[src/rtl/core/sitd_pkg.sv]
package sitd_pkg;

	localparam int VALUE_W = 32;
	localparam int CHAR_W = 8;
	localparam int DIGIT_W = 4;

	// binary bits shifted into the BCD register per pipeline stage
	localparam int STEPS_PER_STAGE = 4;
	localparam int NUM_DABBLE_STAGES = VALUE_W / STEPS_PER_STAGE;

	localparam logic [CHAR_W-1:0] ASCII_ZERO = 8'd48;
	localparam logic [CHAR_W-1:0] ASCII_NINE = 8'd57;
	localparam logic [CHAR_W-1:0] ASCII_MINUS = 8'd45;

endpackage

[src/rtl/core/sitd_dabble_stage.sv]
module sitd_dabble_stage #(
	parameter int DIGIT_SLOTS = 10
) (
	input  logic                                clk,
	input  logic                                arst_n,
	input  logic                                en,
	input  logic                                in_valid,
	input  logic                                in_neg,
	input  logic [sitd_pkg::VALUE_W-1:0]        in_bin,
	input  logic [sitd_pkg::DIGIT_W*DIGIT_SLOTS-1:0] in_bcd,
	output logic                                out_valid,
	output logic                                out_neg,
	output logic [sitd_pkg::VALUE_W-1:0]        out_bin,
	output logic [sitd_pkg::DIGIT_W*DIGIT_SLOTS-1:0] out_bcd
);

	localparam int BCD_W = sitd_pkg::DIGIT_W * DIGIT_SLOTS;
	localparam int VW = sitd_pkg::VALUE_W;

	logic             valid_s1;
	logic             neg_s1;
	logic [VW-1:0]    bin_s1;
	logic [BCD_W-1:0] bcd_s1;
	logic [VW-1:0]    nxt_bin;
	logic [BCD_W-1:0] nxt_bcd;

	// shift-and-add-3, once per step: correct every digit, then shift one binary bit in
	always_comb begin
		nxt_bcd = in_bcd;
		nxt_bin = in_bin;
		for (int s = 0; s < sitd_pkg::STEPS_PER_STAGE; s++) begin
			for (int d = 0; d < DIGIT_SLOTS; d++) begin
				if (nxt_bcd[sitd_pkg::DIGIT_W*d +: sitd_pkg::DIGIT_W] >= 4'd5) begin
					nxt_bcd[sitd_pkg::DIGIT_W*d +: sitd_pkg::DIGIT_W] =
						nxt_bcd[sitd_pkg::DIGIT_W*d +: sitd_pkg::DIGIT_W] + 4'd3;
				end
			end
			nxt_bcd = {nxt_bcd[BCD_W-2:0], nxt_bin[VW-1]};
			nxt_bin = {nxt_bin[VW-2:0], 1'b0};
		end
	end

	always_ff @(posedge clk or negedge arst_n) begin
		if (!arst_n) begin
			valid_s1 <= 1'b0;
		end else if (en) begin
			valid_s1 <= in_valid;
		end
	end

	always_ff @(posedge clk) begin
		if (en) begin
			neg_s1 <= in_neg;
			bin_s1 <= nxt_bin;
			bcd_s1 <= nxt_bcd;
		end
	end

	assign out_valid = valid_s1;
	assign out_neg   = neg_s1;
	assign out_bin   = bin_s1;
	assign out_bcd   = bcd_s1;

endmodule

[src/rtl/core/sitd_align.sv]
module sitd_align #(
	parameter int DIGIT_SLOTS = 10
) (
	input  logic                                     clk,
	input  logic                                     arst_n,
	input  logic                                     en,
	input  logic                                     in_valid,
	input  logic                                     in_neg,
	input  logic [sitd_pkg::DIGIT_W*DIGIT_SLOTS-1:0] in_bcd,
	output logic                                     out_valid,
	output logic                                     out_neg,
	output logic [sitd_pkg::DIGIT_W*DIGIT_SLOTS-1:0] out_bcd,
	output logic [$clog2(DIGIT_SLOTS+1)-1:0]         out_ndig
);

	localparam int BCD_W = sitd_pkg::DIGIT_W * DIGIT_SLOTS;
	localparam int CNT_W = $clog2(DIGIT_SLOTS + 1);

	logic             valid_s1;
	logic             neg_s1;
	logic [BCD_W-1:0] bcd_s1;
	logic [CNT_W-1:0] lz_s1;
	logic             valid_s2;
	logic             neg_s2;
	logic [BCD_W-1:0] bcd_s2;
	logic [CNT_W-1:0] ndig_s2;
	logic [CNT_W-1:0] lz;
	logic             found;

	// leading zero digits; the lowest digit always counts, so zero gives "0"
	always_comb begin
		lz = '0;
		found = 1'b0;
		for (int d = DIGIT_SLOTS - 1; d >= 1; d--) begin
			if (found || (in_bcd[sitd_pkg::DIGIT_W*d +: sitd_pkg::DIGIT_W] != 4'd0)) begin
				found = 1'b1;
			end else begin
				lz = lz + CNT_W'(1);
			end
		end
	end

	always_ff @(posedge clk or negedge arst_n) begin
		if (!arst_n) begin
			valid_s1 <= 1'b0;
			valid_s2 <= 1'b0;
		end else if (en) begin
			valid_s1 <= in_valid;
			valid_s2 <= valid_s1;
		end
	end

	always_ff @(posedge clk) begin
		if (en) begin
			neg_s1  <= in_neg;
			bcd_s1  <= in_bcd;
			lz_s1   <= lz;
			neg_s2  <= neg_s1;
			bcd_s2  <= bcd_s1 << {lz_s1, 2'b00};
			ndig_s2 <= CNT_W'(DIGIT_SLOTS) - lz_s1;
		end
	end

	assign out_valid = valid_s2;
	assign out_neg   = neg_s2;
	assign out_bcd   = bcd_s2;
	assign out_ndig  = ndig_s2;

endmodule

[src/rtl/core/sitd_serializer.sv]
module sitd_serializer #(
	parameter int DIGIT_SLOTS = 10
) (
	input  logic                                     clk,
	input  logic                                     arst_n,
	input  logic                                     in_valid,
	input  logic                                     in_neg,
	input  logic [sitd_pkg::DIGIT_W*DIGIT_SLOTS-1:0] in_bcd,
	input  logic [$clog2(DIGIT_SLOTS+1)-1:0]         in_ndig,
	output logic                                     load,
	output logic                                     char_valid,
	input  logic                                     char_stall,
	output logic [sitd_pkg::CHAR_W-1:0]              char_code,
	output logic                                     last_char
);

	localparam int BCD_W = sitd_pkg::DIGIT_W * DIGIT_SLOTS;
	localparam int CNT_W = $clog2(DIGIT_SLOTS + 1);

	logic                        busy_q;
	logic                        sign_q;
	logic [BCD_W-1:0]            dig_q;
	logic [CNT_W-1:0]            left_q;
	logic                        valid_q;
	logic [sitd_pkg::CHAR_W-1:0] char_q;
	logic                        last_q;
	logic                        slot_free;
	logic                        emit;
	logic                        final_digit;
	logic                        fin;
	logic [sitd_pkg::DIGIT_W-1:0] top_digit;

	assign slot_free   = !valid_q || !char_stall;
	assign emit        = busy_q && slot_free;
	assign final_digit = !sign_q && (left_q == CNT_W'(1));
	assign fin         = emit && final_digit;
	// a request loads when idle, or as the current one sends its last character
	assign load        = in_valid && (!busy_q || fin);
	assign top_digit   = dig_q[BCD_W-1 -: sitd_pkg::DIGIT_W];

	always_ff @(posedge clk or negedge arst_n) begin
		if (!arst_n) begin
			busy_q  <= 1'b0;
			valid_q <= 1'b0;
		end else begin
			if (slot_free) begin
				valid_q <= emit;
			end
			if (load) begin
				busy_q <= 1'b1;
			end else if (fin) begin
				busy_q <= 1'b0;
			end
		end
	end

	always_ff @(posedge clk) begin
		if (emit) begin
			char_q <= sign_q ? sitd_pkg::ASCII_MINUS
			                 : sitd_pkg::ASCII_ZERO + {4'b0000, top_digit};
			last_q <= final_digit;
		end
		if (load) begin
			sign_q <= in_neg;
			dig_q  <= in_bcd;
			left_q <= in_ndig;
		end else if (emit) begin
			if (sign_q) begin
				sign_q <= 1'b0;
			end else begin
				dig_q  <= dig_q << sitd_pkg::DIGIT_W;
				left_q <= left_q - CNT_W'(1);
			end
		end
	end

	assign char_valid = valid_q;
	assign char_code  = char_q;
	assign last_char  = last_q;

endmodule

[src/rtl/core/signed_int_to_decimal_ascii.sv]
// Converts a signed 32-bit integer to its decimal text, one ASCII character per
// output request: '-' for a negative value, then the digits with leading zeros
// dropped ("0" for zero, "-2147483648" for the most negative value); last_char
// marks the final character. A request accepted on the item side passes
// through one negate stage, eight double-dabble stages of four bits each and
// two digit-alignment stages to the character serializer, which loads it and
// then registers its characters. The pipeline takes a new request every cycle
// while the serializer has room; sustained throughput is set by the serializer,
// which sends one character per cycle unless char_stall holds it, so a number
// takes 1 to 11 character slots (sign plus digit count) and back-to-back
// numbers follow with no gap. Nothing is kept between numbers.
module signed_int_to_decimal_ascii #(
	parameter int DIGIT_SLOTS = 10
) (
	input  logic                               clk,
	input  logic                               arst_n,
	input  logic                               item_valid,
	output logic                               item_stall,
	input  logic signed [sitd_pkg::VALUE_W-1:0] value,
	output logic                               char_valid,
	input  logic                               char_stall,
	output logic [sitd_pkg::CHAR_W-1:0]        char_code,
	output logic                               last_char
);

	localparam int BCD_W = sitd_pkg::DIGIT_W * DIGIT_SLOTS;
	localparam int CNT_W = $clog2(DIGIT_SLOTS + 1);
	localparam int NSTG = sitd_pkg::NUM_DABBLE_STAGES;
	localparam int VW = sitd_pkg::VALUE_W;

	logic             en;
	logic             load;
	logic [VW-1:0]    raw;
	logic             valid_s1;
	logic             neg_s1;
	logic [VW-1:0]    mag_s1;

	logic             st_valid [0:NSTG];
	logic             st_neg   [0:NSTG];
	logic [VW-1:0]    st_bin   [0:NSTG];
	logic [BCD_W-1:0] st_bcd   [0:NSTG];

	logic             al_valid;
	logic             al_neg;
	logic [BCD_W-1:0] al_bcd;
	logic [CNT_W-1:0] al_ndig;

	// the whole pipeline holds only while a finished request waits on the serializer
	assign en         = !(al_valid && !load);
	assign item_stall = !en;
	assign raw        = value;

	always_ff @(posedge clk or negedge arst_n) begin
		if (!arst_n) begin
			valid_s1 <= 1'b0;
		end else if (en) begin
			valid_s1 <= item_valid;
		end
	end

	// magnitude on 32 unsigned bits covers the most negative value
	always_ff @(posedge clk) begin
		if (en) begin
			neg_s1 <= raw[VW-1];
			mag_s1 <= raw[VW-1] ? (~raw + VW'(1)) : raw;
		end
	end

	assign st_valid[0] = valid_s1;
	assign st_neg[0]   = neg_s1;
	assign st_bin[0]   = mag_s1;
	assign st_bcd[0]   = '0;

	for (genvar g = 0; g < NSTG; g++) begin : g_dabble
		sitd_dabble_stage #(
			.DIGIT_SLOTS(DIGIT_SLOTS)
		) u_stage (
			.clk      (clk),
			.arst_n   (arst_n),
			.en       (en),
			.in_valid (st_valid[g]),
			.in_neg   (st_neg[g]),
			.in_bin   (st_bin[g]),
			.in_bcd   (st_bcd[g]),
			.out_valid(st_valid[g+1]),
			.out_neg  (st_neg[g+1]),
			.out_bin  (st_bin[g+1]),
			.out_bcd  (st_bcd[g+1])
		);
	end

	sitd_align #(
		.DIGIT_SLOTS(DIGIT_SLOTS)
	) u_align (
		.clk      (clk),
		.arst_n   (arst_n),
		.en       (en),
		.in_valid (st_valid[NSTG]),
		.in_neg   (st_neg[NSTG]),
		.in_bcd   (st_bcd[NSTG]),
		.out_valid(al_valid),
		.out_neg  (al_neg),
		.out_bcd  (al_bcd),
		.out_ndig (al_ndig)
	);

	sitd_serializer #(
		.DIGIT_SLOTS(DIGIT_SLOTS)
	) u_ser (
		.clk       (clk),
		.arst_n    (arst_n),
		.in_valid  (al_valid),
		.in_neg    (al_neg),
		.in_bcd    (al_bcd),
		.in_ndig   (al_ndig),
		.load      (load),
		.char_valid(char_valid),
		.char_stall(char_stall),
		.char_code (char_code),
		.last_char (last_char)
	);

endmodule

[config.mk]
export PLATFORM = sky130hd
export DESIGN_NAME = signed_int_to_decimal_ascii
export DESIGN_NICKNAME = d
export VERILOG_FILES = /design/src/rtl/core/sitd_pkg.sv /design/src/rtl/core/sitd_dabble_stage.sv /design/src/rtl/core/sitd_align.sv /design/src/rtl/core/sitd_serializer.sv /design/src/rtl/core/signed_int_to_decimal_ascii.sv
export SDC_FILE = /design/constraint.sdc
export NUM_CORES = 1
export LEC_CHECK = 0
export BUFFER_PORTS_ARGS = -buffer_cell sky130_fd_sc_hd__buf_2
export CORE_MARGIN = 5
export CORE_UTILIZATION = 60
export DETAILED_ROUTE_END_ITERATION = 8
export PLACE_DENSITY = 0.77
export SYNTH_ARGS = -nofsm -noshare
export SYNTH_HDL_FRONTEND = slang
export SYNTH_SLANG_ARGS = --single-unit
[constraint.sdc]
create_clock -name clk -period 49.3 [get_ports clk]
set_input_delay 12.325 -clock clk [delete_from_list [all_inputs] [get_ports clk]]
set_output_delay 12.325 -clock clk [all_outputs]
set_load 0.01 [all_outputs]
* Word-level counts from Yosys, hierarchy flattened
Cells that the tools add are included.
** Word-level totals
- Flip-flop bits (word level) :: 590
- Bits in latches :: 0
- Memory bits (writable) :: 0
- Bits in read-only memories :: 0
- Output and inout bits :: 11
- Memories kept :: 0
** Operators by class
- $add $sub $neg :: 277
- $mul :: 0
- Div/mod/pow operators :: 0
- Magnitude comparators :: 265
- Equal/unequal tests :: 2
- Shifts and indexed selects :: 1
- Muxes and demuxes :: 293
- Bitwise gates (word level) :: 1
- Reductions and logical operators :: 32
** Operators by type and width (count)
- 4-bit by 3-bit greater-or-equal comparator with 1-bit output (second input constant) :: 255
- 4-bit 2-to-1 mux :: 252
- 4-bit by 2-bit adder with 4-bit output (second input constant) :: 234
- 40-bit 2-to-1 mux :: 3
- 3-bit 2-to-1 mux :: 22
- 3-bit by 2-bit adder with 3-bit output (second input constant) :: 21
- 40-bit by 6-bit << shifter with 40-bit output :: 1
- 4-bit nonzero test :: 9
- 32-bit by 1-bit adder with 32-bit output (second input constant) :: 1
- 4-bit by 1-bit adder with 4-bit output (second input constant) :: 8
- 32-bit NOT :: 1
- 31-bit 2-to-1 mux :: 1
- 1-bit by 2-bit adder with 3-bit output (second input constant) :: 8
- 1-bit by 3-bit greater-or-equal comparator with 1-bit output (second input constant) :: 8
- 1-bit 2-to-1 mux :: 15
- 1-bit logical OR :: 10
- 6-bit by 4-bit adder with 7-bit output (first input constant) :: 1
- 1-bit by 2-bit adder with 3-bit output (both inputs constant) :: 2
- 1-bit by 3-bit greater-or-equal comparator with 1-bit output (both inputs constant) :: 2
- 1-bit logical AND :: 5
- 1-bit zero test :: 5
- 4-bit by 1-bit equality test with 1-bit output (second input constant) :: 1
- 2-bit nonzero test :: 2
- 4-bit by 1-bit subtractor with 4-bit output (second input constant) :: 1
- other kinds (3) :: 3

* Logic depth before layout (Yosys ltp)
Gate-level depths: netlist (run 1).
- Depth in word-level cells :: 18
- Depth in mapped cells :: 19
- Depth with buffers taken out :: 19

* Cells and area by module
Synthesis (run 1) repeated with hierarchy kept, for this count alone.
** Unflattened totals
- Cells, all modules :: 7987
- Area total of the unflattened synthesis :: 68957.4 µm²
** By module, submodules not included
- sitd_dabble_stage :: instances 8, cells each 915, area each 7493.4 µm², sequential area each 2097.0 µm²
- sitd_align :: instances 1, cells each 387, area each 4744.6 µm², sequential area each 2752.6 µm²
- sitd_serializer :: instances 1, cells each 138, area each 2396.0 µm², sequential area each 1581.5 µm²
- signed_int_to_decimal_ascii :: instances 1, cells each 142, area each 1869.3 µm², sequential area each 1016.0 µm²

* Worst setup path before layout (run 1)
OpenSTA, ideal clock, no wires.
- Path type :: input to output
- Start :: input port char_stall
- End :: output port item_stall
- Data arrival time :: 25.593 ns
- Setup slack :: 11.382 ns
- Cell stages on the path :: 5
- Cell sequence :: nand2_1 > nand2_1 > nand3_1 > buf_1 > inv_1
** On the way
- Word-level cells in the longest chain between the ends :: 8
** Ends and longest elaborated chain
- start: declaration :: RTL line signed_int_to_decimal_ascii.sv:21 : input logic char_stall,
- 1-bit zero test :: RTL line sitd_serializer.sv:33 : assign slot_free = !valid_q || !char_stall;
- 1-bit logical OR :: RTL line sitd_serializer.sv:33
- 1-bit logical AND :: RTL line sitd_serializer.sv:34 : assign emit = busy_q && slot_free;
- 1-bit logical AND :: RTL line sitd_serializer.sv:36 : assign fin = emit && final_digit;
- 1-bit logical OR :: RTL line sitd_serializer.sv:38 : assign load = in_valid && (!busy_q || fin);
- 1-bit logical AND :: RTL line sitd_serializer.sv:38
- 1-bit zero test :: RTL line signed_int_to_decimal_ascii.sv:49 : assign en = !(al_valid && !load);
- 1-bit logical AND :: RTL line signed_int_to_decimal_ascii.sv:49
- end: declaration :: RTL line signed_int_to_decimal_ascii.sv:18 : output logic item_stall,
No other way between the ends.

* Worst setup path after layout (run 1)
Ends and elaborated chain as after synthesis.

==> flow_summary.toml, run 1 <==
[outcome]
outcome = "complete, no violations"

[clock_network]
clk_pin_slew_ns = 0.06
cts.htree.levels = 2
hold_buffers = 0
cts_resized = 0
cts_sinks = 492
cts_setup_buffers = 0
cts_tree = "built"
clock_latency_ns = 0.61
clock_path_buffers = 3
cts-root-buf = "clkbuf_16"
cts_inserted_buffers = 52

[floorplanning]
die_area_sq_um = 61800
die_h_microns = 249
die_w_microns = 249
std_cell_rows = 87
initial_utilization_pct = 60.5
io_pins = 47
core_sq_um = 56400

[sta]
fmax_ghz = 0.0386
tns_ns = 0
setup_viol = 0
fin_worst_skew_ns = 0.0347
slew_viol_final = 0
min_period_over_period_pct = 52.6
timing.final.hold_violations = 0
rsz0062_at_grt = "false"
final.min_clock_period_ns = 25.92
worst_pin_slew_ns = 1.21
hold_ws_ns = 0.413
max_slew_margin_pct = 18.8
setup_ws_ns = 23.38

[worst_setup_path]
cp.arrival_ns = 13.59
critPathCaptureType = "primary output"
rr_startpoint = "g_dabble[6].u_stage.out_bcd[0]"
critical_path_required_ns = 36.97
worstSetupStartpointType = "input port"
critPathKind = "input port to primary output"
cp_max_fo = 31
startpoint = "char_stall"

[place]
port_buffers = 43
place_ws_ns = 23.31
place_hpwl_microns = 48100
place_congestion = 0.854

[min_path]
hold_class = "flip-flop to flip-flop"
hp-start = "neg_s1"

[synthesis]
synth_top_family_by_area = "compound AO/OA/AOI/OAI gates"
synthAdderAreaFrac_pct = 5.71
synth_compound_area_share_pct = 20.9
synthDistinctLibCells = 85
synth_seq_cells = 492
synth_top_area_cell = "edfxtp_1"
yosysWarnings = 0
async_reset_ff_share_pct = 2.64
synth_flop_cell = "edfxtp_1"
synth_mux_area_share_pct = 8.19
syn_area_sq_um = 34100
synth.top_cell.area_share_pct = 42.1
ys_seq_area_share_pct = 43.1
synth_edf_count = 479
synth_cells = 3523
yosys-top-cells-area = "edfxtp_1 42%, ha_1 5.5%, a21oi_1 5.1%"
syn_avg_cell_area_sq_um = 9.69
synth_xor_area_share_pct = 5.28
synth-simple-area-share_pct = 13.3

[layout]
layout-drive-gt1-share_pct = 8.96
register_area_sq_um = 14700
multi_input_area_sq_um = 18300
fillCellCount = 4327
post-route-util_pct = 65.1
layout_common_cells = "479 x edfxtp_1, 351 x a21oi_1, 292 x nor2_1"
diodes = 0
final_nets = 3704
syn2layout_area_growth_pct = 7.60
final_common_cell = "edfxtp_1"

[routing]
drc_errors = 0
num_vias = 26631
via_per_inst = 6.17
routedWlPerCell_microns = 15.8
ant_nets = 0
dr.pass1.iters = 6
initialDrtViolationCount = 1801
wirelength_microns = 68300

[run]
cap_violations = 0

[global_routing]
grt_pass1_wl_microns = 115000
grt_start_max_net_pins = 197
grt_pass1_vias = 25580
overflow = 0
antenna_found_initial = 0
grt.total_usage_pct = 21.0

[power_and_ir_drop]
p_per_area_nw_per_um2 = 37.9
p_leak_nw = 13.5
p_total_mw = 1.39
vdd_drop_max_v = 0.0000321
## sequential cells by signal (all words and copies together) (netlist names), 4 cells and up
register / count
u_ser.left_q: 4
u_align.out_ndig: 4
u_align.bcd_s1: 40
u_align.out_bcd: 40
u_ser.char_code: 5
mag_s1: 32
u_ser.dig_q: 40
g_dabble.u_stage.out_bin: 112
g_dabble.u_stage.out_neg: 8
g_dabble.u_stage.out_valid: 8
g_dabble.u_stage.out_bcd: 185
u_align.lz_s1: 4
## report_power, final
group / internal [mW] / switching (mW)
Clock: 0.232 / 0.168
Sequential: 0.513 / 0.0177
Combinational: 0.188 / 0.273
Total: 0.933 / 0.458
## metrics by stage
stage,area [sq um],cells
floorplan,34100,3524
global placement,35000,4219
detailed placement,35000,4219
CTS,36700,4316
global route,36700,4316
finish,36700,4316
## critical path, stage by stage
cell and delay, ns:
buf_2 0.08, nand2_1 0.07, nand2_1 0.12, nand3_4 0.48, inv_1 0.32, buf_2 0.18
## cells in the mapped netlist, drive strengths merged, types with 13 or more instances
cell type / instances
a221oi: 15
a21oi: 355
a31oi: 79
and3: 19
dfrtp: 13
o22ai: 39
ha: 151
and2: 26
nor2: 292
a211oi: 37
nand3: 52
nor4: 15
clkbuf: 103
or4: 14
mux2: 128
o211ai: 32
a22oi: 16
mux2i: 131
a31o: 21
o31ai: 27
nor3b: 48
o21a: 24
or3: 18
a211o: 13
nor3: 72
a21boi: 19
edfxtp: 479
nor2b: 33
a21o: 29
nand2b: 76
xnor2: 173
xor2: 32
inv: 198
nand2: 247
a2bb2oi: 14
o21ai: 293
## layout make-up
cell class | instances | area share (%)
Sequential cell | 492 | 40.0
Inverter | 201 | 2.05
Tap cell | 756 | 2.58
Clock buffer | 61 | 3.72
Clock inverter | 36 | 1.06
Timing Repair Buffer | 54 | 0.845
Multi-Input combinational cell | 2716 | 49.7
## logic make-up after synthesis
logic type               Yosys count
AO/OA/AOI/OAI                   1145
AND/OR/NAND/NOR                  945
flip-flops                       492
buffers and inverters            316
multiplexers                     261
XOR/XNOR                         205
adder cells (fa/ha/maj)          157
other                              2
## per-layer routing
metal  vias up  GRT usage [%]  routed length [microns]
met2       667           40.9                    36700
met1     12587           23.6                    27200
met3       132           2.45                     2560
met5         -              0                        0
met4         0           6.87                     1780
li1      13245              -                        -
## worst paths after layout
kind	to	slack, ns	cells past startpoint
max	item_stall	23.38	6
min	g_dabble[0].u_stage.out_neg	0.41	0
max reg2reg	g_dabble[7].u_stage.out_bcd[7]	43.93	14
min reg2reg	g_dabble[0].u_stage.out_neg	0.41	0
max in group asynchronous	g_dabble[0].u_stage.out_valid	37.51	1
min in group asynchronous	u_ser.char_valid	11.58	1
(Power assumes the default switching activity.)
==> run 2: changes to the inputs <==
==> constraint.sdc (replaced) <==
create_clock -name clk -period 26.4 [get_ports clk]
set_input_delay 6.6 -clock clk [delete_from_list [all_inputs] [get_ports clk]]
set_output_delay 6.6 -clock clk [all_outputs]
set_load 0.01 [all_outputs]
==> run 2 against run 1 <==
  * Non-clock buffer count is 1 higher
  * Sequential share of layout area is 0.13 points lower
  * Clock power rose by 96%
  * Sequential power grew 87%
  * Die area did not move
  * Flip-flop and latch count unchanged
  * Largest cell class unchanged
  * Highest routed layer unchanged
==> flow_summary.toml, run 2 (same netlist as run 1, synthesis figures left out) <==
[outcome]
outcome = "complete, no violations"

[sta]
min_period_over_period_pct = 52.8
fmax_ghz = 0.0718
setup_viol = 0
hold_ws_ns = 0.410
slew_viol_final = 0
worst_pin_slew_ns = 1.29
fin_worst_skew_ns = 0.0214
timing.final.hold_violations = 0
max_slew_margin_pct = 14.1
final.min_clock_period_ns = 13.93
tns_ns = 0
rsz0062_at_grt = "false"
setup_ws_ns = 12.47

[global_routing]
grt_pass1_wl_microns = 116000
antenna_found_initial = 0
overflow = 0
grt_start_max_net_pins = 191
grt_pass1_vias = 25648
grt.total_usage_pct = 21.2

[place]
place_congestion = 0.845
port_buffers = 43
place_hpwl_microns = 48900
place_ws_ns = 12.44
post_dp_cell_area_sq_um = 35000
place_inst = 4220

[routing]
wirelength_microns = 69100
dr.pass1.iters = 6
initialDrtViolationCount = 1978
drc_errors = 0
routedWlPerCell_microns = 16.0
ant_nets = 0
via_per_inst = 6.20
num_vias = 26798

[floorplanning]
std_cell_rows = 87
die_h_microns = 249
core_sq_um = 56400
io_pins = 47
die_w_microns = 249
initial_utilization_pct = 60.5
die_area_sq_um = 61800

[worst_setup_path]
path_buf_inv = 3
path_depth = 6
slowest_delay_ns = 0.21
crit_family = "simple AND/OR/NAND/NOR gates"
critPathKind = "input port to primary output"
reg2reg_depth = 14
critical_path_required_ns = 19.80
rrSetupSlack_ns = 21.13
critPathCaptureType = "primary output"
cp_max_fo = 3
startpoint = "char_stall"
worstSetupStartpointType = "input port"
cp.arrival_ns = 7.33
rr_startpoint = "g_dabble[6].u_stage.out_bcd[0]"
crit_path_top_delay_cell = "nand3_4"
path_cells = "buf_2, nand2_1, nand2_1, nand3_4, inv_1, buf_2"

[layout]
syn2layout_area_growth_pct = 7.95
largest_register_ffs = 185
diodes = 0
fillCellCount = 4339
final_nets = 3708
final_cell_area_sq_um = 36900
final_common_cell = "edfxtp_1"
layout_common_cells = "479 x edfxtp_1, 351 x a21oi_1, 292 x nor2_1"
layout-drive-gt1-share_pct = 9.05
fin_cells = 4324

[power_and_ir_drop]
p_leak_nw = 13.6
vdd_drop_max_v = 0.0000541
p_per_area_nw_per_um2 = 71.6

[clock_network]
cts_tree = "built"
cts.htree.levels = 2
cts-root-buf = "clkbuf_16"
clk_pin_slew_ns = 0.06
cts_sinks = 492
hold_buffers = 0
cts_resized = 0
cts_setup_buffers = 0
clock_latency_ns = 0.60
clock_path_buffers = 3
cts_inserted_buffers = 55

[min_path]
hp-start = "mag_s1[26]"
hold_class = "flip-flop to flip-flop"
whs_path_depth = 0

[run]
cap_violations = 0
-- run 2: through the flow --
step,power (mW),util (%)
2_1_floorplan,1.72,-
3_3_place_gp,1.80,62.0
3_5_place_dp,1.86,62.0
5_1_grt,2.80,65.4
4_1_cts,2.65,65.4
6_report,2.64,65.4
-- run 2: area by class of cell --
type	count	area [sq um]	area share (%)
Clock buffer	63	1450	3.93
Clock inverter	41	419	1.14
Inverter	201	754	2.05
Multi-Input combinational cell	2716	18300	49.5
Sequential cell	492	14700	39.9
Tap cell	756	946	2.57
Timing Repair Buffer	55	318	0.862
-- run 2: worst paths after layout --
check | end
max in group asynchronous | u_ser.char_valid
min in group asynchronous | u_align.valid_s1
min reg2reg | g_dabble[0].u_stage.out_bin[30]
max reg2reg | g_dabble[7].u_stage.out_bcd[6]
min | g_dabble[0].u_stage.out_bin[30]
max | item_stall
-- run 2: report_power, final --
group          internal, mW  switching, mW  total (mW)
sequential            0.958         0.0337       0.992
clock                 0.465          0.319       0.784
combinational         0.352          0.512       0.864
total                  1.77          0.865        2.64
-- run 2: layer usage --
layer	global-route usage, %	part of all wire, %	wire length (microns)
met5	0	0	0
met4	6.43	2.8	1920
met3	2.41	3.9	2670
met2	41.5	54	37100
met1	24.1	40	27400
